[src/design/csse_pkg.sv]
package csse_pkg;

  localparam int CH_W   = 8;
  localparam int PIX_W  = 3 * CH_W;
  localparam int SIZE_W = 12;
  localparam int ADDR_W = 4;
  localparam int DATA_W = 32;

  // stencil taps: centre, above, below, left, right
  localparam int NPIX    = 5;
  localparam int PIX_CTR = 0;
  localparam int PIX_UP  = 1;
  localparam int PIX_DN  = 2;
  localparam int PIX_LF  = 3;
  localparam int PIX_RT  = 4;

  localparam int QUEUE_DEPTH = 4;
  localparam int QCNT_W      = $clog2(QUEUE_DEPTH + 1);
  localparam int QPTR_W      = $clog2(QUEUE_DEPTH);

  localparam logic [2:0] SHARP_WEIGHT = 3'd5;
  localparam logic [2:0] EDGE_WEIGHT  = 3'd4;

  // gray = (114*B + 587*G + 299*R) / 1000, divide done as multiply by 2^28/1000 rounded up
  localparam int           GRAY_SUM_W  = 18;
  localparam int           GRAY_PROD_W = 37;
  localparam int           GRAY_SHIFT  = 28;
  localparam logic [9:0]   GRAY_R_WT   = 10'd299;
  localparam logic [9:0]   GRAY_G_WT   = 10'd587;
  localparam logic [9:0]   GRAY_B_WT   = 10'd114;
  localparam logic [18:0]  GRAY_RECIP  = 19'd268436;

  localparam logic              MODE_RST   = 1'b0;
  localparam logic [CH_W-1:0]   THRESH_RST = 8'd128;
  localparam logic [SIZE_W-1:0] SIZE_RST   = 12'd2048;

  typedef enum logic [1:0] {
    REG_MODE   = 2'd0,
    REG_THRESH = 2'd1,
    REG_WIDTH  = 2'd2,
    REG_HEIGHT = 2'd3
  } csse_reg_t;

  typedef struct packed {
    logic              mode;
    logic [CH_W-1:0]   threshold;
    logic [SIZE_W-1:0] width;
    logic [SIZE_W-1:0] height;
    logic              restart;
  } csse_cfg_t;

  typedef struct packed {
    logic [NPIX-1:0][PIX_W-1:0] px;
    logic                       last;
  } csse_win_t;

endpackage

[src/design/csse_back.sv]
module csse_back import csse_pkg::*; (
  input  logic            clk,
  input  logic            rst,
  input  csse_cfg_t       cfg,
  input  logic            q_empty,
  input  csse_win_t       q_data,
  output logic            q_rd,
  output logic            empty,
  input  logic            pop,
  output logic [CH_W-1:0] red_out,
  output logic [CH_W-1:0] green_out,
  output logic [CH_W-1:0] blue_out,
  output logic            frame_last
);

  function automatic logic [CH_W-1:0] stencil(input logic [2:0] wt,
                                               input logic [NPIX-1:0][CH_W-1:0] v);
    logic [10:0]        pos;
    logic [9:0]         neg;
    logic signed [11:0] s;
    pos = 11'(v[PIX_CTR]) * 11'(wt);
    neg = 10'(v[PIX_UP]) + 10'(v[PIX_DN]) + 10'(v[PIX_LF]) + 10'(v[PIX_RT]);
    s   = $signed({1'b0, pos}) - $signed({2'b00, neg});
    if (s < 12'sd0) begin
      stencil = '0;
    end else if (s > 12'sd255) begin
      stencil = 8'hFF;
    end else begin
      stencil = s[CH_W-1:0];
    end
  endfunction

  logic                   adv;
  logic                   out_v;
  logic                   b1_v;
  csse_win_t              b1_win;
  logic [GRAY_SUM_W-1:0]  b1_sum [NPIX];
  logic                   b2_v;
  csse_win_t              b2_win;
  logic [NPIX-1:0][CH_W-1:0] b2_gray;

  logic [GRAY_SUM_W-1:0]  sum_d  [NPIX];
  logic [GRAY_PROD_W-1:0] prod   [NPIX];
  logic [NPIX-1:0][CH_W-1:0] gray_d;
  logic [NPIX-1:0][CH_W-1:0] red_v;
  logic [NPIX-1:0][CH_W-1:0] green_v;
  logic [NPIX-1:0][CH_W-1:0] blue_v;
  logic [CH_W-1:0]        edge_v;
  logic [CH_W-1:0]        edge_px;

  // advance the whole pipe unless the held result is refused
  assign adv   = !out_v || pop;
  assign q_rd  = adv && !q_empty;
  assign empty = !out_v;

  always_comb begin
    for (int k = 0; k < NPIX; k++) begin
      sum_d[k] = GRAY_SUM_W'(q_data.px[k][2*CH_W +: CH_W]) * GRAY_SUM_W'(GRAY_R_WT)
               + GRAY_SUM_W'(q_data.px[k][CH_W +: CH_W]) * GRAY_SUM_W'(GRAY_G_WT)
               + GRAY_SUM_W'(q_data.px[k][0 +: CH_W]) * GRAY_SUM_W'(GRAY_B_WT);
      prod[k]   = GRAY_PROD_W'(b1_sum[k]) * GRAY_PROD_W'(GRAY_RECIP);
      gray_d[k] = prod[k][GRAY_SHIFT +: CH_W];
      red_v[k]   = b2_win.px[k][2*CH_W +: CH_W];
      green_v[k] = b2_win.px[k][CH_W +: CH_W];
      blue_v[k]  = b2_win.px[k][0 +: CH_W];
    end
  end

  assign edge_v  = stencil(EDGE_WEIGHT, b2_gray);
  assign edge_px = (edge_v > cfg.threshold) ? 8'hFF : 8'h00;

  always_ff @(posedge clk) begin
    if (rst) begin
      b1_v  <= 1'b0;
      b2_v  <= 1'b0;
      out_v <= 1'b0;
    end else if (adv) begin
      b1_v  <= q_rd;
      b2_v  <= b1_v;
      out_v <= b2_v;
    end
  end

  always_ff @(posedge clk) begin
    if (adv) begin
      b1_win  <= q_data;
      b1_sum  <= sum_d;
      b2_win  <= b1_win;
      b2_gray <= gray_d;
      if (cfg.mode) begin
        red_out   <= edge_px;
        green_out <= edge_px;
        blue_out  <= edge_px;
      end else begin
        red_out   <= stencil(SHARP_WEIGHT, red_v);
        green_out <= stencil(SHARP_WEIGHT, green_v);
        blue_out  <= stencil(SHARP_WEIGHT, blue_v);
      end
      frame_last <= b2_win.last;
    end
  end

  a_pipe_frozen: assert property (@(posedge clk) disable iff (rst)
    (out_v && !pop) |=> $stable({b1_v, b2_v}))
    else $error("filter pipe moved while the result was held");

endmodule

[config.mk]
export PLATFORM = sky130hd
export DESIGN_NAME = csse_back
export DESIGN_NICKNAME = d
export VERILOG_FILES = /design/src/design/csse_pkg.sv /design/src/design/csse_back.sv
export SDC_FILE = /design/constraint.sdc
export NUM_CORES = 2
export LEC_CHECK = 0
export BUFFER_PORTS_ARGS = -buffer_cell sky130_fd_sc_hd__clkbuf_2
export CAP_MARGIN = 20
export CORE_MARGIN = 8
export CORE_UTILIZATION = 60
export DETAILED_ROUTE_END_ITERATION = 7
export HOLD_SLACK_MARGIN = 0.06
export PLACE_DENSITY_LB_ADDON = 0.08
export SLEW_MARGIN = 20
export SYNTH_ARGS = -nofsm -noshare
export SYNTH_HDL_FRONTEND = slang
export SYNTH_SLANG_ARGS = --single-unit
[constraint.sdc]
create_clock -name clk -period 24.9 [get_ports clk]
set_clock_uncertainty 0.15 [all_clocks]
set_input_delay 2.49 -clock clk [delete_from_list [all_inputs] [get_ports clk]]
set_output_delay 2.49 -clock clk [all_outputs]
set_load 0.005 [all_outputs]
After elaboration in Yosys (flattened, before gate mapping) --
Index checks and enable logic that the tools add are counted.
Storage, ports and cells: input bits 159, output and inout bits 27, register bits after elaboration 400, word-level logic and storage cells 103
Cells by class: $add $sub $neg 26, reductions and logical operators 4, order comparisons 9, $mul 23, muxes and demuxes 12
Operator list (number):
- 18-bit by 17-bit multiplier with 34-bit output, second input constant | 5
- 8-bit two-way mux | 12
- 17-bit by 18-bit adder with 18-bit output | 5
- 18-bit by 15-bit adder with 18-bit output | 5
- 8-bit by 10-bit multiplier with 18-bit output, second input constant | 5
- 8-bit by 9-bit multiplier with 17-bit output, second input constant | 5
- 8-bit by 6-bit multiplier with 14-bit output, second input constant | 5
- 10-bit by 8-bit adder with 10-bit output | 4
- 9-bit by 8-bit adder with 10-bit output | 4
- 8-bit by 8-bit adder with 9-bit output | 4
- 12-bit by 9-bit greater-than comparator with 1-bit output, second input constant | 3
- 12-bit by 1-bit less-than comparator with 1-bit output, second input constant | 3
- 11-bit by 10-bit subtractor with 12-bit output | 3
- 8-bit by 3-bit multiplier with 11-bit output, second input constant | 3
- 11-bit by 9-bit greater-than comparator with 1-bit output, second input constant | 1
- 11-bit by 1-bit less-than comparator with 1-bit output, second input constant | 1
- 10-bit by 10-bit subtractor with 11-bit output | 1
- 8-bit greater-than comparator | 1
- 1-bit zero test | 2
- 1-bit logical AND | 1
- 1-bit logical OR | 1

Longest topological paths before layout --
depth in word-level cells 10, mapped depth 27, gate-level depth less buffers 27

Worst setup path before layout --
No wires, ideal clock.
path kind in2reg, from input pop, to register b1_sum[0] (netlist name), enable pin, setup slack 13.771 ns, data required time 24.004 ns, buffers on the path 0, data arrival time 10.233 ns, stages on the path 2, cell sequence nor2_1 inv_1
Between the ends: longest elaborated chain between the ends 1
RTL lines:
- start, declared | line csse_back.sv:9 | input logic pop,
- 1-bit logical OR | line csse_back.sv:52 | assign adv = !out_v || pop;
- end signal, assigned | line csse_back.sv:87 | b1_sum <= sum_d;
- end, declared | line csse_back.sv:37 | logic [GRAY_SUM_W-1:0] b1_sum [NPIX];
No other way between the ends. A chain may end at the register's enable or synchronous reset.

==> results.toml <==
[timing]
postLayoutSetupSlackWorst_ps = 16740
fmax_mhz = 122
max_slew_headroom = 0.349
timing_worst_slew_pin_value_ps = 976
min_period_over_period = 0.328
report.final.hold_viol_count = 0
fin_hold_ws_ps = 257
setup-tns-final_ps = 0
report.final.slew_viol_count = 0
clock_period_minus_worst_slack_ps = 8160
final-setup-viol-count = 0
rsz_0062_raised_after_global_routing = "false"

[worst_setup_path]
r2r_cells = 25
cp_max_fo = 5
critical_path_class = "in2reg"
crit_path_launch_type = "input port"
cp-end-kind = "flip-flop"
timing.critical_path.arrival_ps = 8380
critPathRequiredTime_ps = 25120

[global_routing]
grt_start_max_net_pins = 87
groute.usage.overall = 0.230
grt_overflow_total = 0
grt_pass1_vias = 34434
antenna_violations_before_repair = 0
gr-max-usage-layer = "met2"
global_routing_met3_resource_utilization = 0.0293
grt_pass1_wl_mm = 178
groute.layer.met2.usage = 0.404
grt_met1_usage = 0.301

[drt]
drt_pre_antenna_iters = 5
antenna_viol_nets_final = 0
vias_per_cell = 5.21
route.vias.total = 32183
drt-wirelength-per-cell_microns = 17.8
remaining_drc_errors = 0
drt-total-wl_mm = 110
drtIter0Drc = 1490

[synthesis]
post_syn_nets = 6931
share_of_synthesized_cell_area_in_and_or_nand_and_nor_gates = 0.0274
muxShareOfSynthArea = 0.000186
arithmetic_cell_share_of_the_synthesized_area_counting_full_adders_half_adders_and_majority_gates = 0.569
ys_seq_area_frac = 0.222
yosys_most_used_dff = "edfxtp_1"
synthesis.area_per_instance_sq_um = 11.4
synthCells = 4744
mappedNetlistArea_sq_um = 53900
ys_ff_latch = 400
synth-compound-area-share = 0.0573
synth-xor-area-share = 0.0268
synth_warnings = 0
synth-edff-count = 397
post_synth_num_cell_types = 72
synth_async_sr_flop_share = 0
synth_top_family_by_area = "adder cells"

[finish]
layout-drive-gt1-share = 0.0560
num-nets-final = 7144
syn_to_final_growth_pct = 7.34
design_area_sq_um = 57800
insertedDiodeCount = 0
fill_cells = 7145
most-common-layout-cells = "inv_1, ha_1, fa_1"
layout_commonest_cell = "inv_1"

[cts]
cts_inserted_buffers = 49
cts_htree_levels = 2
tritoncts = "done"
cts_resized = 0
cts_post_setup_buffers_inserted = 0
worstSkewPairLatency_ps = 610
worst_setup_hold_path_clk_slew_ps = 70
clock_path_buffers = 3
hold_bufs_inserted_after_cts = 0
clock-root-buffer = "clkbuf_16"
cts.sink_count = 400

[run]
maxCapViolations = 0

[die]
fp.dieArea_sq_um = 99600
pin_count = 186
fp.coreArea_sq_um = 89500
floorplan.initialDensity = 0.602
std_cell_rows = 110
die_h_microns = 316
fp.dieW_microns = 316

[place]
post-place-ws_ps = 16030
detailed_place.area_sq_um = 56200
buffers_on_ports = 160
post-dp-hpwl_mm = 94.2
gp_congestion = 0.893

[status]
status = "finished clean"

[min_path]
hold_class = "reg2reg"
min_path_cells = 0
-- final cells by class --
cell class / count / area [sq um] / share of cell area
inverter: 1385 / 5210 / 0.0900
sequential: 400 / 12000 / 0.207
clock inverter: 33 / 364 / 0.00630
timing repair buffer: 165 / 851 / 0.0147
multi-input combinational: 2956 / 36700 / 0.634
clock buffer: 57 / 1280 / 0.0221
tap: 1176 / 1470 / 0.0254
-- sequential cells by signal (all words and copies together) (netlist names) --
signal      count
b2_gray        40
blue_out        8
b1_sum         90
out_v           1
b1_v            1
frame_last      1
red_out         8
green_out       8
b2_v            1
b1_win        121
b2_win        121
-- synthesized netlist by cell type (all sizes together) (8+ instances only) --
cell       n  area (sq um)
inv     1385          5200
ha      1325         16600
fa       703         14100
edfxtp   397         11900
a21oi    149           761
xnor2    120          1050
nor2      81           304
o21ai     72           368
a21o      55           413
nand2     48           180
xor2      45           394
o21a      34           255
a211oi    33           263
nand3     32           160
o21bai    32           240
nor3      28           140
and3      17           106
nor2b     16           100
nand4     15          93.8
nand2b    14          87.6
o211ai    14           110
a31oi     12          81.3
o31ai     12           100
or2       11          68.8
a21boi     8          60.1
or3        8          50.1
-- final timing paths --
check	to	slack [ps]	from
worst min register to register	b2_win[20]	260	b1_win[20]
worst max register to register	red_out[7]	17880	b2_gray[17]
worst max-delay path	b1_sum[17]	16740	q_data[97]
worst min-delay path	b2_win[20]	260	b1_win[20]
-- stage by stage --
step,util,cells
after CTS,0.646,6171
after detailed placement,0.628,6081
after global placement,0.628,6081
final,0.646,6172
after global routing,0.646,6172
after floorplan,-,4744
-- logic make-up (layout without fill, tap and decap cells) --
| group | after synthesis | count (layout) |
|---|---|---|
| multiplexers | 1 | 1 |
| XOR/XNOR | 165 | 165 |
| AND/OR/NAND/NOR | 294 | 294 |
| AO/OA/AOI/OAI | 468 | 468 |
| adder cells (fa/ha/maj) | 2028 | 2028 |
| flip-flops | 400 | 400 |
| buffers and inverters | 1388 | 1640 |
-- worst max-delay path, stage by stage --
cell and delay (ps):
clkbuf_2 180, fa_1 560, inv_1 50, fa_1 500, inv_1 40, ha_1 260
ha_1 170, inv_1 60, fa_1 450, nor2b_1 120, o21ai_0 100, a21boi_0 240
o21ai_0 120, nand2b_1 110, xor2_1 280, ha_1 190, inv_1 50, fa_1 520
inv_1 50, fa_1 430, ha_1 230, or3_1 390, a211oi_2 200, nor3_1 130
a311oi_1 350, xnor2_1 100
-- metal layers --
metal,wire (microns),part of all wire,vias to the layer above
li1,-,-,15848
met1,48400,0.44,15747
met2,54400,0.50,447
met3,4160,0.038,141
met4,2950,0.027,0
met5,0,0,-
Power is not shown: default switching activity piles up to over one toggle a cycle in this logic, so the estimate is an artifact.
