## config.mk

```make
export PLATFORM = sky130hd
export DESIGN_NAME = csse_regs
export DESIGN_NICKNAME = d
export VERILOG_FILES = /design/src/design/csse_pkg.sv /design/src/design/csse_regs.sv
export SDC_FILE = /design/constraint.sdc
export NUM_CORES = 1
export LEC_CHECK = 0
export BUFFER_PORTS_ARGS = -buffer_cell sky130_fd_sc_hd__clkbuf_2
export CORE_MARGIN = 5
export CORE_UTILIZATION = 25
export DETAILED_ROUTE_END_ITERATION = 16
export GPL_ROUTABILITY_DRIVEN = 0
export GPL_TIMING_DRIVEN = 0
export PLACE_DENSITY = 0.58
export REMOVE_ABC_BUFFERS = 1
export SKIP_CTS_REPAIR_TIMING = 1
export SLEW_MARGIN = 10
export SYNTH_ARGS = -nofsm -noshare
export SYNTH_HDL_FRONTEND = slang
export SYNTH_SLANG_ARGS = --single-unit
```

## constraint.sdc

```tcl
create_clock -name clk -period 1.3 [get_ports clk]
set_input_delay 0.13 -clock clk [delete_from_list [all_inputs] [get_ports clk]]
set_output_delay 0.13 -clock clk [all_outputs]
set_load 0.05 [all_outputs]
```

## src/design/csse_pkg.sv

```systemverilog
package csse_pkg;

  localparam int CH_W   = 8;
  localparam int PIX_W  = 3 * CH_W;
  localparam int SIZE_W = 12;
  localparam int ADDR_W = 4;
  localparam int DATA_W = 32;

  // stencil taps: centre, above, below, left, right
  localparam int NPIX    = 5;
  localparam int PIX_CTR = 0;
  localparam int PIX_UP  = 1;
  localparam int PIX_DN  = 2;
  localparam int PIX_LF  = 3;
  localparam int PIX_RT  = 4;

  localparam int QUEUE_DEPTH = 4;
  localparam int QCNT_W      = $clog2(QUEUE_DEPTH + 1);
  localparam int QPTR_W      = $clog2(QUEUE_DEPTH);

  localparam logic [2:0] SHARP_WEIGHT = 3'd5;
  localparam logic [2:0] EDGE_WEIGHT  = 3'd4;

  // gray = (114*B + 587*G + 299*R) / 1000, divide done as multiply by 2^28/1000 rounded up
  localparam int           GRAY_SUM_W  = 18;
  localparam int           GRAY_PROD_W = 37;
  localparam int           GRAY_SHIFT  = 28;
  localparam logic [9:0]   GRAY_R_WT   = 10'd299;
  localparam logic [9:0]   GRAY_G_WT   = 10'd587;
  localparam logic [9:0]   GRAY_B_WT   = 10'd114;
  localparam logic [18:0]  GRAY_RECIP  = 19'd268436;

  localparam logic              MODE_RST   = 1'b0;
  localparam logic [CH_W-1:0]   THRESH_RST = 8'd128;
  localparam logic [SIZE_W-1:0] SIZE_RST   = 12'd2048;

  typedef enum logic [1:0] {
    REG_MODE   = 2'd0,
    REG_THRESH = 2'd1,
    REG_WIDTH  = 2'd2,
    REG_HEIGHT = 2'd3
  } csse_reg_t;

  typedef struct packed {
    logic              mode;
    logic [CH_W-1:0]   threshold;
    logic [SIZE_W-1:0] width;
    logic [SIZE_W-1:0] height;
    logic              restart;
  } csse_cfg_t;

  typedef struct packed {
    logic [NPIX-1:0][PIX_W-1:0] px;
    logic                       last;
  } csse_win_t;

endpackage

```

## src/design/csse_regs.sv

```systemverilog
module csse_regs import csse_pkg::*; (
  input  logic              clk,
  input  logic              rst,
  input  logic              psel,
  input  logic              penable,
  input  logic              pwrite,
  input  logic [ADDR_W-1:0] paddr,
  input  logic [DATA_W-1:0] pwdata,
  output logic [DATA_W-1:0] prdata,
  output logic              pready,
  output csse_cfg_t         cfg
);

  logic              mode;
  logic [CH_W-1:0]   threshold;
  logic [SIZE_W-1:0] width;
  logic [SIZE_W-1:0] height;
  logic              wr_en;
  csse_reg_t         idx;

  assign pready = 1'b1;
  assign wr_en  = psel && penable && pwrite;
  assign idx    = csse_reg_t'(paddr[3:2]);

  always_ff @(posedge clk) begin
    if (rst) begin
      mode      <= MODE_RST;
      threshold <= THRESH_RST;
      width     <= SIZE_RST;
      height    <= SIZE_RST;
    end else if (wr_en) begin
      unique case (idx)
        REG_MODE:   mode      <= pwdata[0];
        REG_THRESH: threshold <= pwdata[CH_W-1:0];
        REG_WIDTH:  width     <= pwdata[SIZE_W-1:0];
        REG_HEIGHT: height    <= pwdata[SIZE_W-1:0];
        default:    mode      <= mode;
      endcase
    end
  end

  always_comb begin
    unique case (idx)
      REG_MODE:   prdata = DATA_W'(mode);
      REG_THRESH: prdata = DATA_W'(threshold);
      REG_WIDTH:  prdata = DATA_W'(width);
      REG_HEIGHT: prdata = DATA_W'(height);
      default:    prdata = '0;
    endcase
  end

  // a new frame size restarts the frame
  always_comb begin
    cfg.mode      = mode;
    cfg.threshold = threshold;
    cfg.width     = width;
    cfg.height    = height;
    cfg.restart   = wr_en && (idx == REG_WIDTH || idx == REG_HEIGHT);
  end

endmodule

```

# Yosys cells after proc, flatten, opt, wreduce, memory -nomap -nowiden
# Cells that the tools add are included.
[totals]
memories = 0
output_inout_bits = 67
romBits = 0
elab_cells = 17
reg_bits = 33
ramBits = 0
latchBits = 0
[classes]
reduce_logical = 9
order_cmp = 0
add_sub_neg = 0
div_mod_pow = 0
bitwise_logic = 0
shift = 0
n_eq_ne = 3
n_mul = 0
mux = 1
[ops]
columns = ["op", "n"]
rows = [
  ["$pmux 32 s4", 1],
  ["$reduce_and 2->1", 4],
  ["$eq 2x2->1 const B", 2],
  ["$logic_and 1x1->1", 3],
  ["$eq 2x1->1 const B", 1],
  ["$logic_not 2->1", 1],
  ["$logic_or 1x1->1", 1],
]

# Logic depth before layout (Yosys ltp)
# Gate-level depths: netlist (run 1).
[depth]
word_depth = 3
mapped_depth = 6
mapped_depth_nobuf = 4

# Least setup slack after synthesis (run 1)
# Ideal clock, no wire load.
[synth_path]
path_type = "register -> output"
start = "register height[11]"
end = "output port prdata[11]"
arrival_time_ps = 1488
n_path_buf = 0
path_slack_ps = -318
stages_incl_launch_ff = 3
required_ps = 1170
cell_sequence = "dfxtp_1 mux2i_1 nor2b_1"
[synth_via]
elab_chain_len = 1
[synth_rtl]
columns = ["element", "line_no", "rtl"]
rows = [
  ["start, declared", "csse_regs.sv:17", "logic [SIZE_W-1:0] height;"],
  ["start signal, assigned", "csse_regs.sv:36", "REG_HEIGHT: height <= pwdata[SIZE_W-1:0];"],
  ["$pmux 32 s4", "csse_regs.sv:43", "unique case (idx)"],
  ["end, declared", "csse_regs.sv:9", "output logic [DATA_W-1:0] prdata,"],
]
# No other way between the ends. The select of a mux whose other input is x is not followed.

# Worst setup path in the final report (run 1)
[layout_path]
start = "register threshold[0]"
end = "output port prdata[0]"
[layout_via]
elab_chain_len = 1
[layout_rtl]
columns = ["element", "line_no", "rtl"]
rows = [
  ["start, declared", "csse_regs.sv:15", "logic [CH_W-1:0] threshold;"],
  ["start signal, assigned", "csse_regs.sv:34", "REG_THRESH: threshold <= pwdata[CH_W-1:0];"],
  ["$pmux 32 s4", "csse_regs.sv:43", ""],
]
# No other way between the ends. The select of a mux whose other input is x is not followed.

==> results.yml, run 1 <==
floorplan:
  fp.dieH_um: 93.8
  start_util: 0.257
  pin_count: 108
  core_um2: 6830
  die-area_um2: 8800
  die_w_um: 93.8
  rows: 30
clock_network:
  cts_tree: "yes"
  cts.htree.levels: 2
  clk-insertion-delay-late_ns: 0.28
  clock-sinks: 33
  path_clk_slew_ns: 0.07
  cts_buffer_depth: 2
  cts_buffers: 5
  root_buffer: "clkbuf_8"
pwr:
  vdd_drop_max_mv: 0.321
  power.total_mw: 2.24
  p_leak_nw: 1.02
  power_density_nw_per_um2: 985
setup_path:
  crit_family: "multiplexers"
  worst-path-buf-inv: 1
  crit_required_ns: 1.17
  cp_data_arrival_time_ns: 1.24
  rr_worst_depth: 3
  path_cells: "mux4_2, buf_8"
  slowest_stage: "mux4_2"
  crit_fanout: 3
  reg2reg_to: "width[4]"
  regToRegSetupSlack_ns: 0.55
  cp-start-kind: "flip-flop"
  max_stage_delay_ns: 0.47
  r2r_start: "width[4]"
  critPathKind: "flip-flop to primary output"
  endpoint_kind: "primary output"
flow_run:
  cap_violations: 0
sta:
  worstMarginPinSlew_ns: 0.772
  fmax_ghz: 0.728
  min_period_ns: 1.37
  hold_violations: 0
  rsz0062_at_grt: "yes"
  post-route-period-util: 1.06
  hold_slack_ns: 0.0965
  relSlewSlack: 0.485
  setup_viol: 8
  timing.final.ws_setup_ns: -0.0744
  clock_skew_ns: 0
  slew_violations: 0
routing:
  wl_per_cell_um: 14.2
  ant_nets: 0
  firstDrtPassIters: 4
  drt_iter0_markers: 71
  drc: 0
  routed_wl_um: 5080
  vias_per_cell: 4.54
  vias: 1620
grt:
  grt_max_degree: 43
  grt_pass1_vias: 1436
  gr-total-overflow: 0
  grt_pass1_wl_um: 7260
  grtUsageTotal: 0.106
  antenna_found_initial: 0
placed_design:
  place_ws_ns: -1.17
  port_buffers: 64
  place_hpwl_um: 3190
synth:
  syn_inst: 203
  synthDistinctLibCells: 22
  ys_warn_count: 0
  synth_area_per_cell_um2: 8.65
  netlist_area_um2: 1760
  ys_ff_latch: 33
  synth_seq_area_share: 0.376
run_status:
  status: "finished, violations left"
  violations: "setup timing"
worst_hold_path:
  hp-class: "input pin to flip-flop"
  hold_end: "height[10]"
  whs_path_depth: 3
  min_from: "pwdata[10]"
final_layout:
  final_common_cell: "clkbuf_2"
  final_util: 0.334
  finalNetCount: 302
  drive_gt1_frac: 0.395
  n_antenna_cell: 0
  final_cell_mix: "clkbuf_2 (49), nand3_1 (23), a21oi_1 (22)"
  syn_to_final_growth_pct: 29.8
[metrics by stage]
stage | cells | cell area, µm² | TNS, ns
4_1_cts | 350 | 2090 | -26.46
3_5_place_dp | 343 | 2010 | -36.15
5_1_grt | 357 | 2280 | -0.694
2_1_floorplan | 183 | 1570 | -2.05
3_3_place_gp | 343 | 2010 | -35.94
6_report | 357 | 2280 | -0.365
[final cells by class]
type | count | area [µm²]
fill | 749 | 4550
multi-input combinational | 149 | 932
tap | 96 | 120
inverter | 2 | 17.5
clock buffer | 7 | 86.3
sequential | 33 | 678
timing repair buffer | 70 | 444
[worst max path at each step]
stage,slack (ns),startpoint,cells past startpoint,end
global route,-0.12,threshold[0],2,prdata[0]
detailed placement,-1.17,paddr[2],5,prdata[4]
CTS,-1.17,paddr[2],5,prdata[4]
floorplan,-0.32,height[11],2,prdata[11]
finish,-0.07,threshold[0],2,prdata[0]
global placement,-1.17,paddr[2],5,prdata[4]
[sequential cells by signal, indices dropped and copies added, names as in the netlist]
register   flops
mode           1
width         12
height        12
threshold      8
[tightest hold or removal path, delay by kind of cell]
family                 cells  cell delay, ns
AOI/OAI and AO/OA          1            0.05
and+or+nand+nor            1            0.06
buffers and inverters      1            0.09
[cell usage after synthesis]
library cell / instances / area share
mux2_2: 7 / 0.045
o21ai_1: 6 / 0.017
buf_4: 25 / 0.11
a21oi_1: 22 / 0.063
conb_1: 2 / 0.0043
nor2_1: 7 / 0.015
o21ai_0: 16 / 0.046
nand4_2: 1 / 0.0071
inv_2: 2 / 0.0043
nor2b_1: 4 / 0.014
buf_6: 2 / 0.013
nand2_1: 1 / 0.0021
dfxtp_1: 33 / 0.38
or3_1: 1 / 0.0036
nand2b_1: 15 / 0.053
clkbuf_1: 9 / 0.019
buf_2: 3 / 0.0086
mux4_2: 1 / 0.013
mux2i_1: 15 / 0.086
nor3_1: 1 / 0.0028
nand3_1: 23 / 0.066
a22o_1: 7 / 0.035
[layer usage]
metal	part of all wire	wire, µm	global-route usage
met3	0.068	344	0.0264
met4	0.0075	38	0.0325
met2	0.49	2470	0.176
met5	0	0	0
met1	0.44	2230	0.135
[report_power, final]
group	internal, mW	switching [mW]	total (mW)
Combinational	0.0922	0.337	0.429
Clock	0.420	0.361	0.781
Sequential	1.02	0.00910	1.03
[cell families after synthesis]
| kind of cell | share of synthesized area |
|---|---|
| simple gates | 0.164 |
| compound gates | 0.160 |
| buf+inv | 0.152 |
| flops | 0.376 |
| mux | 0.143 |
| other cells | 0.00428 |
(Power assumes the default switching activity.)
==> run 2: changes to the inputs <==
==> constraint.sdc (replaced) <==
create_clock -name clk -period 1.65 [get_ports clk]
set_input_delay 0.165 -clock clk [delete_from_list [all_inputs] [get_ports clk]]
set_output_delay 0.165 -clock clk [all_outputs]
set_load 0.05 [all_outputs]
==> run 2 against run 1 <==
Against the previous run:
- the run now ends clean
- sequential cell count is the same
- clock-buffer cell count is the same
- design area shrank 5.9%
- clock power shrank 21%
- die area is the same
- largest cell class unchanged
- via count shrank 1.5%
==> results.yml, run 2 (synthesized netlist as in run 1, its figures left out) <==
clock_network:
  cts_buffers: 5
  cts.htree.levels: 2
  clk-insertion-delay-late_ns: 0.28
  root_buffer: "clkbuf_8"
  path_clk_slew_ns: 0.07
  clock-sinks: 33
  cts_tree: "yes"
  cts_buffer_depth: 2
sta:
  rsz0062_at_grt: "no"
  setup_viol: 0
  hold_violations: 0
  timing.final.ws_setup_ns: 0.124
  finalSetupTns_ns: 0
  worstMarginPinSlew_ns: 0.765
  fmax_ghz: 0.655
  min_period_ns: 1.53
  relSlewSlack: 0.490
  slew_violations: 0
  post-route-period-util: 0.925
  clock_skew_ns: 0
  hold_slack_ns: 0.131
setup_path:
  cp_data_arrival_time_ns: 1.36
  path_cells: "clkbuf_4, nand4_4, inv_6, clkbuf_2"
  critPathKind: "input pin to primary output"
  cp-start-kind: "input pin"
  endpoint_kind: "primary output"
  max_stage_delay_ns: 0.32
  crit_fanout: 24
  slowest_stage: "clkbuf_2"
  crit_required_ns: 1.48
placed_design:
  place_hpwl_um: 3190
  place_ws_ns: -0.890
  port_buffers: 64
  placed_cells: 343
grt:
  antenna_found_initial: 0
  grtUsageTotal: 0.106
  gr-total-overflow: 0
  grt_max_degree: 43
  grt_pass1_vias: 1436
  grt_pass1_wl_um: 7260
worst_hold_path:
  hp-class: "input pin to flip-flop"
routing:
  drt_iter0_markers: 50
  vias: 1595
  vias_per_cell: 4.54
  wl_per_cell_um: 14.0
  firstDrtPassIters: 4
  ant_nets: 0
  drc: 0
  routed_wl_um: 4920
floorplan:
  fp.dieH_um: 93.8
  die-area_um2: 8800
  die_w_um: 93.8
  core_um2: 6830
  rows: 30
  pin_count: 108
  start_util: 0.257
final_layout:
  final_cell_mix: "clkbuf_2 (62), dfxtp_1 (33), nand3_1 (23)"
  final_util: 0.314
  fin_cells: 351
  largestRegisters: "height x12, width x12, threshold x8"
  n_antenna_cell: 0
  syn_to_final_growth_pct: 22.1
  drive_gt1_frac: 0.325
  finalNetCount: 296
  final_common_cell: "clkbuf_2"
pwr:
  vdd_drop_max_mv: 0.249
  power_density_nw_per_um2: 819
  p_leak_nw: 0.960
run_status:
  status: "finished, final reports clean"
flow_run:
  cap_violations: 0
==> run 2: cell types whose count changed in the layout (fill, tap and decap cells not counted), moves of 2 or more <==
cell / change
clkbuf_2: +13
dfxtp_2: -14
dfxtp_1: +14
clkbuf_4: -3
buf_6: -7
buf_4: -6
buf_2: -2
==> run 2: worst paths after layout <==
path / start / to / slack, ns / depth (start not counted)
setup / recovery: paddr[3] / cfg[0] / 0.12 / 4
hold / removal: pwdata[10] / height[10] / 0.13 / 3
setup reg to reg: width[9] / width[9] / 0.98 / 2
hold reg to reg: threshold[3] / threshold[3] / 0.49 / 2
==> run 2: routing by layer <==
layer,wire (µm),part of all wire,GRT usage
met4,52,0.011,0.0325
met3,389,0.079,0.0264
met2,2360,0.48,0.176
met5,0,0,0
met1,2120,0.43,0.135
==> run 2: power by group <==
group	internal (mW)	switching, mW
registers	0.807	0.00730
logic	0.0621	0.262
clock network	0.331	0.286
total	1.20	0.556
==> run 2: metrics by stage <==
stage | instance area, µm² | power (mW)
final | 2140 | 1.76
after global routing | 2140 | 1.83
after CTS | 2090 | 1.78
after detailed placement | 2010 | 1.14
after global placement | 2010 | 1.14
after floorplan | 1570 | 1.05
==> run 2: area by class of cell <==
class	count	area [µm²]
flip-flops and latches	33	661
multi-input cells	149	928
well taps	96	120
repair buffers	64	333
fillers	763	4690
clock buffers	7	86.3
inverters	2	15.0
==> run 2: worst max-delay path: cells and delay by family <==
kind	cells	cell delay, ns
and+or+nand+nor	1	0.30
buffers and inverters	3	0.88
