### src/design/csse_pkg.sv
package csse_pkg;

  localparam int CH_W   = 8;
  localparam int PIX_W  = 3 * CH_W;
  localparam int SIZE_W = 12;
  localparam int ADDR_W = 4;
  localparam int DATA_W = 32;

  // stencil taps: centre, above, below, left, right
  localparam int NPIX    = 5;
  localparam int PIX_CTR = 0;
  localparam int PIX_UP  = 1;
  localparam int PIX_DN  = 2;
  localparam int PIX_LF  = 3;
  localparam int PIX_RT  = 4;

  localparam int QUEUE_DEPTH = 4;
  localparam int QCNT_W      = $clog2(QUEUE_DEPTH + 1);
  localparam int QPTR_W      = $clog2(QUEUE_DEPTH);

  localparam logic [2:0] SHARP_WEIGHT = 3'd5;
  localparam logic [2:0] EDGE_WEIGHT  = 3'd4;

  // gray = (114*B + 587*G + 299*R) / 1000, divide done as multiply by 2^28/1000 rounded up
  localparam int           GRAY_SUM_W  = 18;
  localparam int           GRAY_PROD_W = 37;
  localparam int           GRAY_SHIFT  = 28;
  localparam logic [9:0]   GRAY_R_WT   = 10'd299;
  localparam logic [9:0]   GRAY_G_WT   = 10'd587;
  localparam logic [9:0]   GRAY_B_WT   = 10'd114;
  localparam logic [18:0]  GRAY_RECIP  = 19'd268436;

  localparam logic              MODE_RST   = 1'b0;
  localparam logic [CH_W-1:0]   THRESH_RST = 8'd128;
  localparam logic [SIZE_W-1:0] SIZE_RST   = 12'd2048;

  typedef enum logic [1:0] {
    REG_MODE   = 2'd0,
    REG_THRESH = 2'd1,
    REG_WIDTH  = 2'd2,
    REG_HEIGHT = 2'd3
  } csse_reg_t;

  typedef struct packed {
    logic              mode;
    logic [CH_W-1:0]   threshold;
    logic [SIZE_W-1:0] width;
    logic [SIZE_W-1:0] height;
    logic              restart;
  } csse_cfg_t;

  typedef struct packed {
    logic [NPIX-1:0][PIX_W-1:0] px;
    logic                       last;
  } csse_win_t;

endpackage

### src/design/csse_fifo.sv
module csse_fifo import csse_pkg::*; (
  input  logic              clk,
  input  logic              rst,
  input  logic              wr,
  input  csse_win_t         wdata,
  input  logic              rd,
  output csse_win_t         rdata,
  output logic [QCNT_W-1:0] count,
  output logic              empty
);

  csse_win_t         entries [QUEUE_DEPTH];
  logic [QPTR_W-1:0] wptr;
  logic [QPTR_W-1:0] rptr;

  assign rdata = entries[rptr];
  assign empty = count == '0;

  always_ff @(posedge clk) begin
    if (wr) begin
      entries[wptr] <= wdata;
    end
  end

  always_ff @(posedge clk) begin
    if (rst) begin
      wptr  <= '0;
      rptr  <= '0;
      count <= '0;
    end else begin
      if (wr) begin
        wptr <= wptr + QPTR_W'(1);
      end
      if (rd) begin
        rptr <= rptr + QPTR_W'(1);
      end
      count <= count + QCNT_W'(wr) - QCNT_W'(rd);
    end
  end

  a_no_overflow: assert property (@(posedge clk) disable iff (rst)
    wr |-> (count < QCNT_W'(QUEUE_DEPTH)))
    else $error("window queue overflow");

  a_no_underflow: assert property (@(posedge clk) disable iff (rst)
    rd |-> (count != '0))
    else $error("window queue underflow");

endmodule

### config.mk
export PLATFORM = sky130hd
export DESIGN_NAME = csse_fifo
export DESIGN_NICKNAME = d
export VERILOG_FILES = /design/src/design/csse_pkg.sv /design/src/design/csse_fifo.sv
export SDC_FILE = /design/constraint.sdc
export NUM_CORES = 1
export LEC_CHECK = 0
export BUFFER_PORTS_ARGS = -buffer_cell sky130_fd_sc_hd__buf_2
export CORE_ASPECT_RATIO = 2
export CORE_MARGIN = 10
export CORE_UTILIZATION = 40
export DETAILED_ROUTE_END_ITERATION = 6
export GPL_ROUTABILITY_DRIVEN = 0
export PLACE_DENSITY = 0.61
export SKIP_LAST_GASP = 1
export SLEW_MARGIN = 20
export SYNTH_ARGS = -nofsm -noshare
export SYNTH_HDL_FRONTEND = slang
export SYNTH_SLANG_ARGS = --single-unit
### constraint.sdc
create_clock -name clk -period 5 [get_ports clk]
set_input_delay 0.5 -clock clk [delete_from_list [all_inputs] [get_ports clk]]
set_output_delay 0.5 -clock clk [all_outputs]
set_load 0.01 [all_outputs]
## Yosys cells after proc, flatten, opt, wreduce, memory -nomap -nowiden

Memories as Yosys holds them, arrays and structs flattened. A register that Yosys moved wholly into a read port is not among the register bits.
Index checks and enable logic that the tools add are counted.

| word-level totals | value |
|---|---|
| bits in writable memories | 484 |
| memories | 1 |
| register bits after elaboration | 7 |

| cells by class | value |
|---|---|
| $add $sub $neg | 4 |
| muxes and demuxes | 4 |
| reductions and logical operators | 1 |

Memory list:

| memory | words | width | read ports | clocked after Yosys merged registers in | wr ports | RTL line | source |
|---|---|---|---|---|---|---|---|
| entries | 4 | 121 | 1 | 1 | 1 | csse_fifo.sv:12 | `csse_win_t entries [QUEUE_DEPTH];` |

Operator list:

| cell | number |
|---|---|
| 2-bit by 1-bit adder with 2-bit output (second input constant) | 2 |
| 2-bit 2-to-1 mux | 2 |
| 3-bit by 1-bit adder with 3-bit output | 1 |
| 3-bit logical NOT | 1 |
| 3-bit by 1-bit subtractor with 3-bit output | 1 |
| 1-bit 2-to-1 mux | 2 |

## Depth between registers and ports, before layout

Gate-level depths: netlist of run 1.

| depth | value |
|---|---|
| depth after elaboration | 3 |
| mapped depth | 7 |
| gate-level depth less buffers | 7 |

## Worst setup path before layout of run 1

No wires, ideal clock.

| timing path | value |
|---|---|
| path type | register -> register |
| start point | reg wptr[0] |
| end point | mem entries[0][0] (netlist bit), enable pin |
| setup slack | 1183 ps |
| stages on the path, launching flop included | 4 |
| arrival time | 3324 ps |
| clock period less this slack | 3817 ps |
| cells stage by stage | dfxtp_1 -> inv_1 -> ha_1 -> and2_1 |

RTL lines:

| what | RTL line | source |
|---|---|---|
| start: declaration | csse_fifo.sv:13 | `logic [QPTR_W-1:0] wptr;` |
| start signal: assignment | csse_fifo.sv:32 | `wptr <= wptr + QPTR_W'(1);` |
| end: declaration | csse_fifo.sv:12 |  |

No word-level cell before the write port.

==> results, run 1 <==
- At the worst endpoint, the arrival time is 2700 ps.
- IR analysis of the VDD net gives a maximum drop of 0.3173 mV.
- Setup violations remaining at the end of the flow were counted as 0.
- The total number of clock tree sinks is 493.
- Detailed routing inserted a total of 7900 vias.
- The reg-to-reg critical path startpoint is wptr[0].
- In the global route stage, overall resource usage came out at 14.14%.
- The routed length per instance is 24.89 um.
- The proportion of layout cells with a drive suffix above 1 is 45.56%.
- The instance count of the mapped netlist is 673.
- The initial utilization of the core area, before any placement, comes to 40.58%.
- The clock reaches the later pin of the worst-skew pair after 550 ps.
- Before antenna repair, the detailed router went through 4 iterations.
- The largest net degree at the start of global routing is 74.
- In this run, synthesis produced a sequential element count of 493.
- The synthesized netlist net count is 805.
- For this block, the initial DRC count from the detailed router was 451.
- Buffers inserted to repair hold after CTS numbered 0.
- The total count of hold-check failures in the final report is 0.
- Detailed placement finished with a half-perimeter wire length of 24130 um.
- The number of routed nets with antenna violations is 0.
- The final count of pins violating max slew is 0.
- The number of clock buffers added by TritonCTS is 42.
- For the pin with the worst max-slew slack, the measured transition is 977.1 ps.
- The most common flop cell mapped by yosys is sky130_fd_sc_hd__edfxtp_1.
- The top-level I/O count is 250.
- The number of synthesized flops with an enable pin is 484.
- Sequential elements use 81.81% of the synthesized area.
- The global-route wire length before repair is 57140 um.
- CTS placed an instance of sky130_fd_sc_hd__clkbuf_16 at the clock tree root.
- The chip width is 169.9 um.
- The fraction of synthesis flops using an asynchronous set or reset pin is 0%.
- The startpoint of the worst hold path is wdata[9].
- The internal portion of the total power is 6.938 mW.
- In this run the mean area of a mapped cell was 26.73 um^2.
- The maximum fanout encountered on the critical timing path is 46.
- Net switching is 21.91% of the power.
- The synthesis-to-finish area growth is 17.61%.
- The combinational fraction of design power is 9.5%.
- Buffers placed on the I/O ports in this run total 249.
- The worst path needs 3200 ps of the cycle, external delays included.
- The maximum root-to-sink buffer count is 3.
- After detailed routing, the total wire length is 38230 um.
- Summed over all nets, the switching power comes to 1.946 mW.
- The residual DRC count is 0.
- The type of destination of the critical path is an output pin.
- The H-tree depth reported by CTS is 2.
- The die area is 54360 um^2.
- The Yosys step of the flow raised 0 warnings.
- Of the total power, registers draw 54.3%.
- The worst setup skew after layout is 11.12 ps.
- The worst pin sits at a relative slew slack of 34.86%.
- The end-of-flow core utilization is 47.72%.
- After synthesis, the netlist uses 22 different library cells.
- The total standard cell area after synthesis is 17990 um^2.
- The floorplan has 109 rows.
- STA classifies the critical path startpoint as a flip-flop.
- The die is 319.9 um tall.
- The post-CTS setup buffer count is 0.
- In this run, post-CTS repair resized a total of 0 instances.
- The path class of the tightest hold or removal check is input pin to flip-flop.
- The relative contribution of the clock network to total power is 36.2%.
- At the worst endpoint, the required time is 4500 ps.
- The total negative setup slack is 0 ps.
- The initial antenna violation count is 11.
- Across the run, the number of max-cap violations was 0.
- The run finished with clean final reports.
- At the end of the flow, the number of nets in the layout was 1079.
- TritonCTS built the clock tree.
- For this run the aggregate overflow at the end of global routing stands at 0.
- Clock-pin slew was measured on the worst setup and hold paths at 60 ps.
- The power per cell area is 420.0 nW/um^2.
- The via count of the first global-routing pass was 8662.
- Based on the critical path, the design can be clocked at up to 312.5 MHz.
- The core box area is 44320 um^2.
- The leakage power of the design is 7.016 nW.
- The critical setup path kind is flip-flop to output pin.
- The minimum setup slack among reg-to-reg paths is 2780 ps.
- Setup repair after global routing left no endpoint under its margin.
- Using the TritonRoute via totals, the vias-per-cell ratio works out to 5.143.
- The worst path uses 64.00% of the clock period.
[synth_stat cells, types with 2 or more instances]
cell type	instances	share of area, %
sky130_fd_sc_hd__buf_12	10	1.1
sky130_fd_sc_hd__inv_1	6	0.13
sky130_fd_sc_hd__dfxtp_1	9	1.0
sky130_fd_sc_hd__xnor2_1	2	0.097
sky130_fd_sc_hd__and2_1	4	0.14
sky130_fd_sc_hd__edfxtp_1	484	81
sky130_fd_sc_hd__ha_1	6	0.42
sky130_fd_sc_hd__buf_2	9	0.25
sky130_fd_sc_hd__mux4_2	121	15
sky130_fd_sc_hd__nor2_1	5	0.10
sky130_fd_sc_hd__nor2b_1	2	0.070
sky130_fd_sc_hd__buf_1	3	0.063
sky130_fd_sc_hd__buf_4	3	0.13
[cell type report]
class	count	area, um^2
fill	3610	23170
antenna	2	5.005
sequential	493	14720
clock inverter	22	234.0
inverter	6	22.52
tap	555	694.4
clock buffer	54	1116
multi-input combinational	147	2965
timing repair buffer	257	1394
[flip-flops by register name, summed over array words and instances, names as in the netlist, named ones only]
name     count
entries    484
count        3
rptr         2
wptr         2
[power groups by stage]
| stage | sequential [mW] | clock, mW | combinational [mW] |
|---|---|---|---|
| 2_1_floorplan | 4.89 | 0 | 0.535 |
| 3_3_place_gp | 4.91 | 0 | 0.870 |
| 6_report | 4.83 | 3.21 | 0.842 |
| 4_1_cts | 4.83 | 3.32 | 0.880 |
| 3_5_place_dp | 4.92 | 0 | 0.877 |
| 5_1_grt | 4.85 | 3.47 | 0.918 |
[through the flow]
stage | hold slack, ps | cells | area (um^2) | total power, mW | setup WS (ps)
2_1_floorplan | 491.8 | 673 | 17990 | 5.429 | 1183
3_3_place_gp | 507.4 | 1458 | 19800 | 5.782 | 2266
3_5_place_dp | 518.8 | 1458 | 19800 | 5.801 | 2266
4_1_cts | 124.6 | 1534 | 21150 | 9.033 | 1659
5_1_grt | 135.8 | 1534 | 21150 | 9.236 | 1537
6_report | 158.9 | 1536 | 21150 | 8.884 | 1800
[worst max-delay path, cell delays in order, from the launching register on]
cell and delay (ps):
sky130_fd_sc_hd__dfxtp_4 870, sky130_fd_sc_hd__buf_12 390, sky130_fd_sc_hd__mux4_2 580, sky130_fd_sc_hd__buf_2 160
[cell usage in the layout (no fill, tap or decap), types with 3 or more instances in the layout]
cell and instances:
sky130_fd_sc_hd__and2_4 4, sky130_fd_sc_hd__clkbuf_1 10, sky130_fd_sc_hd__mux4_2 121, sky130_fd_sc_hd__edfxtp_1 484, sky130_fd_sc_hd__clkbuf_16 42, sky130_fd_sc_hd__bufinv_16 4
sky130_fd_sc_hd__clkinvlp_4 3, sky130_fd_sc_hd__inv_6 3, sky130_fd_sc_hd__clkinv_2 6, sky130_fd_sc_hd__nor2_1 5, sky130_fd_sc_hd__buf_2 249, sky130_fd_sc_hd__ha_1 6
sky130_fd_sc_hd__dfxtp_1 7, sky130_fd_sc_hd__inv_1 6, sky130_fd_sc_hd__clkinv_1 5, sky130_fd_sc_hd__buf_12 7
[cell families after synthesis]
group / Yosys count / share of synthesized area (%)
flops: 493 / 81.81
fa+ha+maj: 7 / 0.5287
buf+inv: 33 / 1.760
simple gates: 13 / 0.3826
xor+xnor: 3 / 0.2296
compound gates: 2 / 0.08345
mux: 122 / 15.21
[worst paths after layout]
check                                      end  cells after the start
worst max-delay path                 rdata[86]                      3
worst min-delay path             entries[0][9]                      1
worst min register to register       flip-flop                      2
worst max register to register  entries[2][67]                      4
[metal layers]
layer	track usage (%)	up-vias	wire [um]
li1	-	3455	-
met1	15.83	4140	13800
met2	25.14	219	20920
met3	3.813	74	2388
met4	5.051	12	1049
met5	0	-	74
Note: power is estimated with default switching activity, not from simulation.
==> inputs of run 2 (changes only) <==
- ABC_AREA: default -> 1
- clock period: 5 -> 3.27 ns (I/O delays scaled with it)
==> run 2 against run 1 <==
Non-clock buffer count is 130 higher. Count of clock-buffer cells in the layout is 3 higher. Synthesized cell count increased by 120%.
==> results, run 2 <==
- The first global-routing pass estimated 67020 um of wire.
- In the synthesized netlist, the number of instances is 1467.
- Counting both buffers and inverters, the worst setup path holds a total of 3.
- The smallest setup slack after layout is 632.5 ps.
- The actual slew at the worst max-slew pin is 853.9 ps.
- The number of port buffers is 249.
- The maximum fanout encountered on the critical timing path is 76.
- The share of the synthesized area in the top cell type is 74.38%.
- In this run the number of H-tree levels came out at 2.
- The highest attainable clock frequency is 379.2 MHz.
- The total iterations of the first detailed-routing run is 4.
- The largest registers in the layout are entries: 484 flops, count: 3 flops.
- The layout has 4140 filler cells.
- Detailed routing placed a total of 2348 um of wire on met3.
- TritonCTS built the clock tree.
- The clock root buffer master is sky130_fd_sc_hd__clkbuf_16.
- At the later pin of the worst-skew pair, clock insertion delay measures 550 ps.
- The fraction of the mapped netlist area in simple logic gates is 4.911%.
- The number of rows in the core area is 114.
- After Yosys synthesis, full adders, half adders and majority gates account for 0.4866% of the synthesized area.
- On the worst path, the slowest cell contributes a delay of 670 ps.
- The routed length per instance is 17.30 um.
- Measured against the total synthesized area, the mux share comes to 0%.
- The maximum root-to-sink buffer count is 3.
- A synthesized cell averages 13.32 um^2.
- The number of flip-flops and latches in the synthesized netlist is 493.
- Sorting the synthesized cells by area gives the leading types as sky130_fd_sc_hd__edfxtp_1, sky130_fd_sc_hd__inv_1, sky130_fd_sc_hd__nand2_1.
- The slowest cell on the critical path is sky130_fd_sc_hd__dfxtp_4.
- The via count of the first global-routing pass was 12332.
- The clock network is responsible for 35.9% of the overall power.
- 250 I/O pins were placed.
- In this design, the critical path's most frequently occurring cell is sky130_fd_sc_hd__buf_12.
- The clock net in this run drives a total of 493 sinks.
- The initial utilization of the core area, before any placement, comes to 40.41%.
- Hold is met by 17.64 ps.
- Of the available clock period, the critical path in the final layout requires 80.66%.
- The number of different library cells used by synthesis comes to 18.
- On the final layout, the worst clock skew is 20.67 ps.
- The post-CTS clock slew at the launch and capture registers of the worst setup and hold paths is 70 ps.
- The wire length the detailed router placed on met1 is 15870 um.
- The total global routing track utilization is 14.44%.
- The run finished with clean final reports.
- The sequential fraction of the synthesis area is 75.30%.
- The residual DRC count is 0.
- Wire segments on met2 add up to 23730 um in the final route.
- At the worst endpoint, the required time is 2940 ps.
- The floorplan step set the die height to 332.6 um.
- The fraction of synthesized cell area in xor and xnor cells is 0%.
- Ranked by flip-flop count, first place goes to entries.
- The count of synthesis-stage warnings from yosys is 0.
- The total count of hold-check failures in the final report came to 0.
- The sum of overflow across all layers after global routing is 0.
- The fraction of power spent switching nets is 23.19%.
- The final count of pins violating max slew is 0.
- The register share of total power is 53.5%.
- The core region is 48350 um^2.
- The chip width is 176.3 um.
- The register with the most flip-flops in the layout has 484 of them.
- The synthesized-area fraction occupied by ao, oa, aoi and oai cells is 11.10%.
- The switching power is 3.174 mW.
- The maximum vdd ir drop is 0.5092 mV.
- The largest net degree at the start of global routing is 139.
- The number of CTS-inserted buffers is 44.
- Setup violations remaining at the end of the flow were counted as 0.
- Signal routing reaches up to met4.
- The most frequently used cell type in the post-synthesis netlist is sky130_fd_sc_hd__edfxtp_1.
- The die covers 58630 um^2.
- The iteration-0 DRC count of the detailed router is 758.
- The smallest clock period supported by the final layout is computed as 2637 ps.
- The initial antenna violation count came to 2.
- For this design the ratio of total power to cell area is 574.5 nW/um^2.
- Yosys mapped a number of flops with a built-in enable equal to 484.
- The critical path arrival is 2310 ps.
- Compared with the post-synthesis result, the final layout area differs by 21.92%.
- Cell internal power was estimated by the tool at 10.51 mW.
- The number of setup buffers added after CTS is 0.
- Using the TritonRoute via totals, the vias-per-cell ratio works out to 4.795.
- The synthesized netlist net count is 1599.
- The total standard cell area after synthesis is 19540 um^2.
- In this run the tightest slew margin relative to its limit is 43.07%.
- At the placement stage, the worst setup path has a slack of 1195 ps.
- The largest delay contributor family on the critical path is buffers and inverters.
- The combinational family with the most area after synthesis is compound AO/OA/AOI/OAI gates.
- The max capacitance violation total is 0.
- Cells fill 49.27% of the core in the end.
- The total negative setup slack is 0 ps.
- Traced cell by cell, the critical path runs through buf_12 -> buf_12 -> a21oi_1 -> o21ai_1 -> nand2_1 -> buf_2.
- The final wirelength is 43140 um.
- In the final design database the tool counted 1951 nets.
- STA classifies the critical path startpoint as a flip-flop.
- The placed wire-length estimate after detailed placement is 27090 um.
- The leakage power of the design is 9.204 nW.
- For this run, the leading register cell type out of synthesis is sky130_fd_sc_hd__edfxtp_1.
- The cell taking the most area after synthesis is sky130_fd_sc_hd__edfxtp_1.
- The commonest non-fill, non-tap cell in the layout is sky130_fd_sc_hd__edfxtp_1.
- Of the cells placed in the final design, the portion with a size suffix greater than 1 is 18.39%.
- The count of nets left with antenna violations once routing finished came out at 0.
- The critical path is of the flip-flop to output pin type.
- The fraction of synthesis flops using an asynchronous set or reset pin is 0%.
- The worst setup path is captured at an output pin.
- In this run the worst hold path is classified as input pin to flip-flop.
- By count the netlist is led by sky130_fd_sc_hd__edfxtp_1, sky130_fd_sc_hd__inv_1, sky130_fd_sc_hd__nand2_1.
- Combinational cells account for 10.6% of the total power.
- Setup repair after global routing left no endpoint under its margin.
- The total number of vias is 11955.
- Leaving out fill and tap cells, the most frequent cells in the layout are sky130_fd_sc_hd__edfxtp_1, sky130_fd_sc_hd__inv_1, sky130_fd_sc_hd__nand2_1.
[run 2: metrics by stage]
step / cells / area, um^2 / power [mW]
2_1_floorplan: 1467 / 19560 / 8.235
3_3_place_gp: 2301 / 21350 / 8.798
3_5_place_dp: 2301 / 21350 / 8.838
4_1_cts: 2492 / 23820 / 13.88
5_1_grt: 2493 / 23820 / 14.26
6_report: 2493 / 23820 / 13.69
[run 2: what timing repair did]
action,in CTS,in global routing
endpoints found under the hold margin,427,0
gates resized for setup,0,0
hold buffers,110,0
[run 2: area by class of cell]
cell class / count / area (um^2) / area share (%)
flip-flops and latches: 493 / 14720 / 61.79
diodes: 1 / 2.502 / 0.01050
clock inverters: 24 / 181.4 / 0.7615
inverters: 258 / 983.4 / 4.128
repair buffers: 387 / 2720 / 11.42
clock buffers: 57 / 1192 / 5.005
multi-input cells: 635 / 3224 / 13.53
well taps: 638 / 798.3 / 3.351
[run 2: cell families after synthesis]
logic type                 after synthesis
AOI/OAI and AO/OA                      373
adders and majority gates                7
buffers and inverters                  339
DFF                                    493
and+or+nand+nor                        255
[run 2: power groups by stage]
stage | combinational [mW] | sequential [mW] | clock [mW]
6_report | 1.45 | 7.32 | 4.92
5_1_grt | 1.63 | 7.34 | 5.29
4_1_cts | 1.50 | 7.32 | 5.06
3_5_place_dp | 1.38 | 7.46 | 0
3_3_place_gp | 1.35 | 7.45 | 0
2_1_floorplan | 0.800 | 7.44 | 0
[run 2: path summary, 6_finish.rpt]
path | start | end | slack [ps] | depth (start not counted)
max | flip-flop | rdata[44] | 630 | 6
min | wdata[1] | entries[1][1] | 20 | 1
max reg2reg | wptr[1] | entries[1][82] | 1350 | 5
min reg2reg | rptr[1] | flip-flop | 470 | 2
[run 2: per-layer routing]
metal	vias to the layer above	track usage, %
met5	-	0
met4	0	5.216
met3	58	2.940
met2	302	27.59
met1	5790	14.98
li1	5805	-
==> inputs of run 3 (changes only) <==
- ABC_AREA: 1 -> 0
- clock period: 3.27 -> 2.7 ns (I/O delays scaled with it)
==> run 3 against run 2 <==
Clock skew is 8.7 ps lower. Wire length is 12% lower. Critical path depth fell by 3. First-iteration DRC count is 26% lower. Die area is 7.3% lower. Sequential power grew 21%. Non-clock buffer count rose by 3. Register-to-register slack got worse by 400 ps. Via count fell by 30%. Critical endpoint is now rdata[71].
==> results, run 3 (synthesized netlist as in run 1, its figures left out) <==
- The class of the tightest hold or removal check is input pin to flip-flop.
- The critical path contains buffers and inverters numbering 2 combined.
- The total negative setup slack is 0 ps.
- The share of the cycle needed by the critical path after routing is 87.97%.
- The worst setup path is launched from a flip-flop.
- The largest net degree at the start of global routing is 68.
- Data arrives at the worst endpoint at 2110 ps.
- The cell total after placement is 1469.
- Input and output buffers added on the ports amount to 249.
- The proportion of layout cells with a drive suffix above 1 is 41.35%.
- The max capacitance violation total is 0.
- The cell depth of the worst min-delay path is 3.
- The maximum root-to-sink buffer count is 3.
- The global routing usage on met3 is 3.048%.
- The chip width is 169.9 um.
- The layer with the highest usage is met2.
- The total iterations of the first detailed-routing run is 4.
- The global-route wire length before repair is 58160 um.
- The number of routed nets with antenna violations is 0.
- The final net count is 1213.
- The critical path depth is 3.
- The top cell types in the final layout, fill and taps aside, are sky130_fd_sc_hd__edfxtp_1, sky130_fd_sc_hd__buf_2, sky130_fd_sc_hd__dlygate4sd3_1.
- More flip-flops sit in one register than any other, and that register is entries.
- Walking the worst path, the cells encountered are buf_12 -> mux4_2 -> buf_2.
- The flip-flop count of the largest register after layout is 484.
- The commonest non-fill, non-tap cell in the layout is sky130_fd_sc_hd__edfxtp_1.
- For this run, the number of standard cells in the final layout without fillers is 1665.
- The iteration-0 DRC count of the detailed router is 558.
- The number of buffers inserted by hold repair at cts is 122.
- The die area is 54360 um^2.
- The leakage power of the design is 7.612 nW.
- The type of destination of the critical path is an output pin.
- The slowest cell on the critical path is sky130_fd_sc_hd__dfxtp_4.
- The final wirelength is 37810 um.
- The critical setup path kind is flip-flop to output pin.
- TritonCTS built the clock tree.
- The total number of vias is 8359.
- The total count of hold-check failures in the final report was 0.
- From synthesis to final layout, the design area changed by 25.45%.
- For met1 alone, demand over resource in global routing was 16.25%.
- For this run, global-route usage on met2 was measured as 24.77%.
- The floorplan step defined a core boundary enclosing 44320 um^2.
- The maximum vdd ir drop is 0.6435 mV.
- Setup repair after global routing left no endpoint under its margin.
- The time the worst path needs with I/O delays and setup is 2375 ps.
- Clock latency on the worst-skew pair, taken at its later pin, is 540 ps.
- The required time reported for the critical path endpoint is 2430 ps.
- 0 antenna diodes ended up in the layout.
- The max-slew headroom at the worst pin is 58.45%.
- The highest attainable clock frequency is 421.0 MHz.
- The flow ran to the end, and the final reports show no timing, DRC or antenna violations.
- The worst setup skew after layout is 11.96 ps.
- Power spread over the standard cell area amounts to 735.6 nW/um^2.
- Detailed placement finished with a half-perimeter wire length of 23870 um.
- In this run the post-CTS setup repair buffer count came out at 0.
- Clock tree synthesis found a total of 493 sinks.
- The final count of pins violating max slew is 0.
- Setup violations remaining at the end of the flow were counted as 0.
- The end-of-flow core utilization is 50.90%.
- The number of CTS-inserted buffers is 43.
- The via count of the first global-routing pass came to 9285.
- Clock-pin slew was measured on the worst setup and hold paths at 60 ps.
- Of all nets on the critical path, the largest fanout is 31.
- The number of cells on the worst reg-to-reg path is 4.
- The largest registers in the layout are entries: 484 flops, count: 3 flops.
- The sum of overflow across all layers after global routing is 0.
- After clock tree synthesis, the repair step resized 0 gates.
- The initial antenna violation count is 4.
- CTS placed an instance of sky130_fd_sc_hd__clkbuf_16 at the clock tree root.
- On the critical path the largest part of the delay comes from flip-flops.
- The residual DRC count is 0.
- The number of rows in the core area is 109.
- For the pin with the worst max-slew slack, the measured transition is 623.2 ps.
- In the final routed layout, each cell accounts on average for 22.71 um.
- Global routing used 14.01% of the available tracks across all layers.
- In the routed layout, each cell is associated on average with a via count of 5.020.
- For this design the top-level I/O count stands at 250.
- The H-tree was split into 2 levels.
- For this run, the slowest stage of the critical path takes 750 ps.
- The initial cell density of the core is 40.58%.
- The die is 319.9 um tall.
[run 3: changes by cell type in the layout (fill, tap and decap cells not counted), moves of 25 or more]
cell,previous run,this run
sky130_fd_sc_hd__mux4_2,0,121
sky130_fd_sc_hd__inv_1,254,6
sky130_fd_sc_hd__o21ai_1,100,0
sky130_fd_sc_hd__a21oi_1,127,1
sky130_fd_sc_hd__nand2_1,250,0
sky130_fd_sc_hd__o21ai_0,25,0
sky130_fd_sc_hd__o211ai_1,121,0
[run 3: final cells by class]
class                           instances  area, um^2
Clock inverter                         25       207.7
Clock buffer                           49        1141
Timing Repair Buffer                  390        2810
Sequential cell                       493       14720
Tap cell                              555       694.4
Inverter                                6       22.52
Fill cell                            3467       21760
Multi-Input combinational cell        147        2965
[run 3: power breakdown]
group	switching, mW	internal (mW)	leakage, nW
sequential	0.101	8.79	4.52
combinational	0.925	0.876	2.44
clock	2.59	3.32	0.653
total	3.61	13.0	7.61
[run 3: worst reg2reg max path: stages, from the launching register on]
cell,delay [ps]
sky130_fd_sc_hd__dfxtp_1,350
sky130_fd_sc_hd__inv_1,90
sky130_fd_sc_hd__ha_1,140
sky130_fd_sc_hd__and2_4,460
sky130_fd_sc_hd__buf_4,380
[run 3: metal layers]
layer  share of wire (%)  up-vias  wire [um]
met5                0.12        -         45
met4                 3.0        8       1134
met3                 5.5       73       2076
met2                  54      240      20400
met1                  37     4323      14150
li1                    -     3715          -
[run 3: per-stage QoR]
step | total power, mW | cell area [um^2] | setup WS (ps) | hold WS, ps
after floorplan | 10.03 | 17990 | 227.2 | 341.6
after global placement | 10.74 | 19990 | 851.4 | 479.8
after detailed placement | 10.78 | 19990 | 821.3 | 486.9
after CTS | 16.86 | 22560 | 233.6 | 51.87
after global routing | 17.23 | 22560 | 204.5 | 73.07
final | 16.60 | 22560 | 324.8 | 84.79
[run 3: final timing paths]
check | start | to | slack, ps
min | rd | flip-flop | 80
min reg2reg | rptr[1] | flip-flop | 530
max reg2reg | wptr[0] | entries[0][102] | 950
max | flip-flop | rdata[71] | 320
